[config.mk]
export PLATFORM = sky130hd
export DESIGN_NAME = pwpd_ctrl
export DESIGN_NICKNAME = d
export VERILOG_FILES = /design/src/hdl/pwpd_pkg.sv /design/src/hdl/pwpd_ctrl.sv
export SDC_FILE = /design/constraint.sdc
export NUM_CORES = 1
export LEC_CHECK = 0
export BUFFER_PORTS_ARGS = -buffer_cell sky130_fd_sc_hd__buf_2
export CORE_AREA = 4 4 41 43
export CTS_CLUSTER_SIZE = 24
export DETAILED_ROUTE_END_ITERATION = 10
export DIE_AREA = 0 0 45 47
export PLACE_DENSITY = 0.65
export SKIP_LAST_GASP = 1
export SLEW_MARGIN = 15
export SYNTH_ARGS = -nofsm -noshare
export SYNTH_HDL_FRONTEND = slang
export SYNTH_SLANG_ARGS = --single-unit
[constraint.sdc]
create_clock -name clock -period 2.6 [get_ports clock]
set_clock_uncertainty 0.2 [all_clocks]
set_input_delay 0.52 -clock clock [delete_from_list [all_inputs] [get_ports clock]]
set_output_delay 0.52 -clock clock [all_outputs]
set_load 0.05 [all_outputs]
[src/hdl/pwpd_pkg.sv]
// shared types, codes and constants for the pwm period and duty to timer settings block
package pwpd_pkg;

   localparam int unsigned NUM_CHANNELS_DEF  = 4;
   localparam int unsigned PRESCALER_MAX_DEF = 65535;
   localparam int unsigned COUNT_W           = 34;
   localparam logic [COUNT_W-1:0] NS_PER_SECOND = 34'd1000000000;
   // floor(2^62 / 1e9), reciprocal for the ns scaling
   localparam logic [32:0] NS_RECIP          = 33'd4611686018;
   localparam logic [31:0] CLOCK_RATE_RESET  = 32'd100000000;
   localparam logic [31:0] MAX_RELOAD_RESET  = 32'd65535;
   localparam logic [1:0]  CSR_CLOCK_RATE    = 2'd0;
   localparam logic [1:0]  CSR_MAX_RELOAD    = 2'd1;

   typedef enum logic [1:0] {
      STATUS_OK      = 2'd0,
      STATUS_BUSY    = 2'd1,
      STATUS_INVALID = 2'd2
   } status_type;

   typedef struct packed {
      logic [1:0]  channel;
      logic        want_enable;
      logic        invert_polarity;
      logic [30:0] period_len;
      logic [30:0] duty_ns;
   } req_type;

   typedef struct packed {
      logic [1:0]  status;
      logic [15:0] prescaler_out;
      logic [31:0] reload_out;
      logic [31:0] compare_out;
      logic [3:0]  enabled_mask;
      logic        counter_running;
   } rsp_type;

   typedef enum logic [3:0] {
      OP_NONE,
      OP_LOAD,
      OP_REJECT,
      OP_DISABLE,
      OP_MUL_COUNT,
      OP_DIV_COUNT,
      OP_DIV_PSC,
      OP_DIV_PRD,
      OP_MUL_CMP,
      OP_DIV_CMP,
      OP_FAIL,
      OP_BUSY,
      OP_COMMIT,
      OP_RESPOND
   } op_type;

   typedef struct packed {
      op_type op;
   } cmd_type;

   typedef struct packed {
      logic div_done;
      logic bad_channel;
      logic disable_path;
      logic psc_bad;
      logic prd_zero;
      logic busy;
   } stat_type;

   typedef enum logic [3:0] {
      ST_IDLE,
      ST_CHECK,
      ST_DIV_COUNT,
      ST_WAIT_COUNT,
      ST_DIV_PSC,
      ST_WAIT_PSC,
      ST_CHECK_PSC,
      ST_WAIT_PRD,
      ST_CHECK_PRD,
      ST_DIV_CMP,
      ST_WAIT_CMP,
      ST_COMMIT,
      ST_DONE
   } state_type;

endpackage

[src/hdl/pwpd_ctrl.sv]
// sequencing state machine for one apply request and the result handshake
module pwpd_ctrl
   import pwpd_pkg::*;
(
   input  logic     clock,
   input  logic     reset,
   input  logic     req_valid,
   output logic     req_stall,
   output logic     rsp_valid,
   input  logic     rsp_stall,
   input  stat_type stat,
   output cmd_type  cmd
);

   state_type state_ff, state_in;
   logic      rsp_valid_ff, rsp_valid_in;
   logic      rsp_free;

   always_comb begin
      rsp_free  = !rsp_valid_ff || !rsp_stall;
      state_in  = state_ff;
      cmd.op    = OP_NONE;
      unique case (state_ff)
         ST_IDLE: begin
            if (req_valid) begin
               cmd.op   = OP_LOAD;
               state_in = ST_CHECK;
            end
         end
         ST_CHECK: begin
            priority if (stat.bad_channel) begin
               cmd.op   = OP_REJECT;
               state_in = ST_DONE;
            end else if (stat.disable_path) begin
               cmd.op   = OP_DISABLE;
               state_in = ST_DONE;
            end else begin
               cmd.op   = OP_MUL_COUNT;
               state_in = ST_DIV_COUNT;
            end
         end
         ST_DIV_COUNT: begin
            cmd.op   = OP_DIV_COUNT;
            state_in = ST_WAIT_COUNT;
         end
         ST_WAIT_COUNT: begin
            if (stat.div_done) begin
               state_in = ST_DIV_PSC;
            end
         end
         ST_DIV_PSC: begin
            cmd.op   = OP_DIV_PSC;
            state_in = ST_WAIT_PSC;
         end
         ST_WAIT_PSC: begin
            if (stat.div_done) begin
               state_in = ST_CHECK_PSC;
            end
         end
         ST_CHECK_PSC: begin
            if (stat.psc_bad) begin
               cmd.op   = OP_FAIL;
               state_in = ST_DONE;
            end else begin
               cmd.op   = OP_DIV_PRD;
               state_in = ST_WAIT_PRD;
            end
         end
         ST_WAIT_PRD: begin
            if (stat.div_done) begin
               state_in = ST_CHECK_PRD;
            end
         end
         ST_CHECK_PRD: begin
            priority if (stat.prd_zero) begin
               cmd.op   = OP_FAIL;
               state_in = ST_DONE;
            end else if (stat.busy) begin
               cmd.op   = OP_BUSY;
               state_in = ST_DONE;
            end else begin
               cmd.op   = OP_MUL_CMP;
               state_in = ST_DIV_CMP;
            end
         end
         ST_DIV_CMP: begin
            cmd.op   = OP_DIV_CMP;
            state_in = ST_WAIT_CMP;
         end
         ST_WAIT_CMP: begin
            if (stat.div_done) begin
               state_in = ST_COMMIT;
            end
         end
         ST_COMMIT: begin
            cmd.op   = OP_COMMIT;
            state_in = ST_DONE;
         end
         ST_DONE: begin
            if (rsp_free) begin
               cmd.op   = OP_RESPOND;
               state_in = ST_IDLE;
            end
         end
         default: begin
            state_in = ST_IDLE;
         end
      endcase
      rsp_valid_in = (cmd.op == OP_RESPOND) ? 1'b1 : (rsp_valid_ff && rsp_stall);
   end

   always_ff @(posedge clock) begin
      if (reset) begin
         state_ff     <= ST_IDLE;
         rsp_valid_ff <= 1'b0;
      end else begin
         state_ff     <= state_in;
         rsp_valid_ff <= rsp_valid_in;
      end
   end

   assign req_stall = state_ff != ST_IDLE;
   assign rsp_valid = rsp_valid_ff;

`ifndef SYNTHESIS
   a_accept_leaves_idle: assert property (@(posedge clock) disable iff (reset)
      req_valid && !req_stall |=> state_ff == ST_CHECK)
      else $error("accepted word did not start processing");
`endif

endmodule
# Word-level counts from Yosys, hierarchy flattened
# Index checks and enable logic that the tools add are counted.
# word_totals
regBits,5
in_bits,10
output_inout_bits,6
word_cells,49
# classes
n_eq_ne,19
mux,21
reduce_logical,7
# ops
operator,n
one-hot mux 4 bit (13 select lines),1
2-to-1 mux 4 bit,11
one-hot mux 4 bit (9 select lines),1
"== test 4 bit, second input constant",6
"== test 4 x 3 -> 1 bit, second input constant",4
2-to-1 mux 3 bit,4
"inequality test 2 bit, second input constant",6
"== test 4 x 2 -> 1 bit, second input constant",2
AND reduction 6 bit,1
"== test 4 x 1 -> 1 bit, second input constant",1
zero test 4 bit,1
2-to-1 mux 2 bit,2
nonzero test 4 bit,1
zero test 1 bit,2
2-to-1 mux 1 bit,2
logical AND 1 bit,1
logical OR 1 bit,1

# Depth between registers and ports, before layout
# depth
depth_word,6
mapped_depth,7
ltp_nobuf,5

# Least setup slack after synthesis
# No wires, ideal clock.
# synth_timing
path_kind,reg2out
from,register state_ff[2]
to,output cmd[3] in the netlist's numbering
arrival_time_ns,2.081
required_time_ns,1.880
path_slack_ns,-0.201
stages_incl_launch_ff,4
n_path_buf,1
cell_sequence,dfxtp_1 dlygate4sd1_1 nand2_1 o31ai_1
# synth_lines
element,line,source
from (decl),pwpd_ctrl.sv:15,"state_type state_ff, state_in;"
from (signal assigned),pwpd_ctrl.sv:117,state_ff <= state_in;
to (decl),pwpd_ctrl.sv:12,output cmd_type cmd

==> results by group <==
Synth
  • Number of flops mapped to enable cells by yosys: 0
  • Count leader, synth: a21oi_1
  • Netlist Area Pre-Place: 540.5 µm²
  • Largest cells by area after synthesis: dfxtp_1, a21oi_1, nor2_1
  • Top cells by instance count after synthesis: a21oi_1, nor2_1, inv_1, o21ai_0
  • Area share of the largest cell type after synthesis: 18.52%
  • Instance count of the mapped netlist: 78
  • Share of synthesized area occupied by flip-flops and latches: 18.52%
  • Count of distinct cell types in the synthesized netlist: 36
  • Syn_nets: 88
  • Fraction of registers with async set or reset after synthesis: 0%
  • Number of flip-flops and latches in the synthesized netlist: 5
  • Syn_area_per_cell: 6.930 µm²
  • Cell type contributing the most total cell area after synthesis: dfxtp_1
  • Main flop type after synthesis: dfxtp_1
  • Count of yosys warnings during synthesis: 0

GRT
  • Wire length of the first global-routing pass: 2359 µm
  • Final global-route overflow total: 0
  • Antenna violations before repair: 0
  • Via count of the first global-routing pass: 530
  • Total routing usage reported by global routing: 15.19%
  • Largest net degree at the start of global routing: 18

Cells and area
  • Fraction of final layout cells with drive strength greater than 1: 31.52%
  • Non-filler cells in the finished layout: 107
  • Final net count: 103
  • Number of diodes added for antenna fixing: 0
  • Layout overhead on the synthesized area: 20.14%

Route
  • Pre-Repair DR Iteration Count: 2
  • Average via count per standard cell: 5.589
  • # DRC: 0
  • Total wire length after detailed routing: 1411 µm
  • Via count: 598
  • Remaining number of nets flagged by the antenna check after routing: 0
  • Number of DRC violations after detailed-routing iteration 0: 2
  • Final routed wire length divided by cell count: 13.19 µm

Timing
  • Slew Limit Headroom: 63.24%
  • Fmax achieved: 0.4190 GHz
  • Transition time of the tightest slew-check pin: 0.5507 ns
  • RSZ-0062 raised after global routing: false
  • Period utilisation layout: 91.79%
  • Total count of hold-check failures in the final report: 0
  • Number of pins exceeding their max-slew limit in the final report: 0
  • Final period demand of the worst path: 2.387 ns
  • Number of setup violations in the final report: 0
  • Final WS setup: 0.2134 ns
  • Hold slack final: 0.2971 ns

Critical path
  • Worst setup path class: flip-flop to primary output
  • Highest fanout seen on the critical path: 12
  • Startpoint class of the critical path: flip-flop
  • Required time at the endpoint of the critical path: 1.88 ns
  • Data arrival, critical path: 1.67 ns
  • Critical path endpoint category: primary output

Die
  • Floorplan row count: 13
  • I/O pin total: 16
  • Placeable core region: 0.001301 mm²
  • Full die area: 0.002115 mm²
  • Effective utilization at floorplan: 41.54%
  • Die Width: 45 µm
  • Floorplan die height: 47 µm

Clock network
  • Post-CTS Hold Buffers: 0
  • Post-cts repair resize count: 0
  • Clock latency at the later pin of the worst-skew pair: 0.24 ns
  • CTS max path bufs: 2
  • Clock tree from TritonCTS: yes
  • Number of buffers created by CTS: 3
  • Setup repair bufs after CTS: 0
  • CTS root buffer: clkbuf_4
  • Clock slew at reported path FFs: 0.04 ns
  • TritonCTS Sinks: 5
  • H-Tree Depth: 1

Power and ir drop
  • Worst vdd rail ir drop: 0.0007079 V
  • Power Dens Cells: 1525 mW/mm²
  • Leakage Power: 0.2642 nW

Place
  • Buffers on Ports: 15
  • Final RePlAce weighted congestion: 0.8032
  • Cell count after placement: 103
  • Detailed Place HPWL: 1056 µm
  • Post-placement worst setup slack: 0.2744 ns

Run
  • Number of max-cap violations: 0

Min path
  • Path type of the worst min-delay path: input pin to flip-flop

Status
  • Status: finished clean
[through the flow]
stage	TNS, ns	cell area (µm²)	power [mW]	util, %
floorplan	-0.01150	553.0	0.7794	-
global placement	0	621.8	0.8921	47.79
detailed placement	0	621.8	0.8994	47.79
CTS	0	648.1	0.9950	49.81
global route	0	649.4	1.065	49.90
finish	0	649.4	0.9904	49.90
[worst max-delay path, cell delays in order, from the launching register on]
cell     delay [ns]
dfxtp_1        0.59
nor2_1         0.11
a221o_1        0.32
o22ai_1        0.12
buf_2          0.29
[sequential cells by signal, summed over array words and instances (netlist names)]
name / cells
state_ff: 4
rsp_valid: 1
[cells by family after synthesis]
kind of cell / synth area share (%)
multiplexers: 2.777
AND/OR/NAND/NOR: 22.92
flip-flops: 18.52
buffers and inverters: 11.57
AO/OA/AOI/OAI: 44.22
[cells in the final DEF, fill, tap and decap left out, drive strengths merged]
master | synthesis | layout
nand2b | 2 | 2
a21boi | 2 | 2
o21a | 2 | 2
nand4bb | 1 | 1
o22ai | 3 | 3
or4 | 2 | 2
o32ai | 2 | 2
nor3 | 2 | 2
o21ai | 7 | 7
or2 | 1 | 1
a221oi | 1 | 1
and2 | 1 | 1
a21oi | 11 | 11
inv | 6 | 6
mux2 | 1 | 1
dfxtp | 5 | 5
nand2 | 5 | 5
o311ai | 1 | 1
a31oi | 1 | 1
buf | 2 | 17
o211ai | 1 | 1
a221o | 1 | 1
nor2 | 10 | 10
o31ai | 1 | 1
a2111oi | 1 | 1
o21bai | 1 | 1
clkbuf | 4 | 4
[power breakdown]
part	leakage, nW	internal, mW	switching (mW)
Combinational	0.208	0.256	0.452
Clock	0.0150	0.0581	0.0329
Sequential	0.0413	0.105	0.0867
[worst paths after layout]
path | from | endpoint | slack [ns] | cells past startpoint
worst max-delay path | state_ff[1]$_SDFFE_PP0P_ | cmd[0] | 0.21 | 4
worst min-delay path | reset | state_ff[0]$_SDFFE_PP0P_ | 0.30 | 2
worst max register to register | state_ff[1]$_SDFFE_PP0P_ | state_ff[2]$_SDFFE_PP0P_ | 0.47 | 6
worst min register to register | rsp_valid$_SDFF_PP0_ | rsp_valid$_SDFF_PP0_ | 0.32 | 2
[routing by layer]
layer | wire length (µm) | vias to the layer above | global-route usage (%) | part of all wire (%)
li1 | - | 315 | - | -
met1 | 698 | 272 | 20.09 | 49
met2 | 649 | 11 | 24.29 | 46
met3 | 62 | 0 | 5.747 | 4.4
met4 | 0 | 0 | 1.754 | 0
met5 | 0 | - | 0 | 0
[cell type report]
cell class,instances,area [µm²]
repair buffers,17,90.09
inverters,6,22.52
clock buffers,4,26.28
flip-flops and latches,5,101.3
fillers,158,651.9
well taps,15,18.77
multi-input cells,60,390.4
Note: power is estimated with default switching activity, not from simulation.
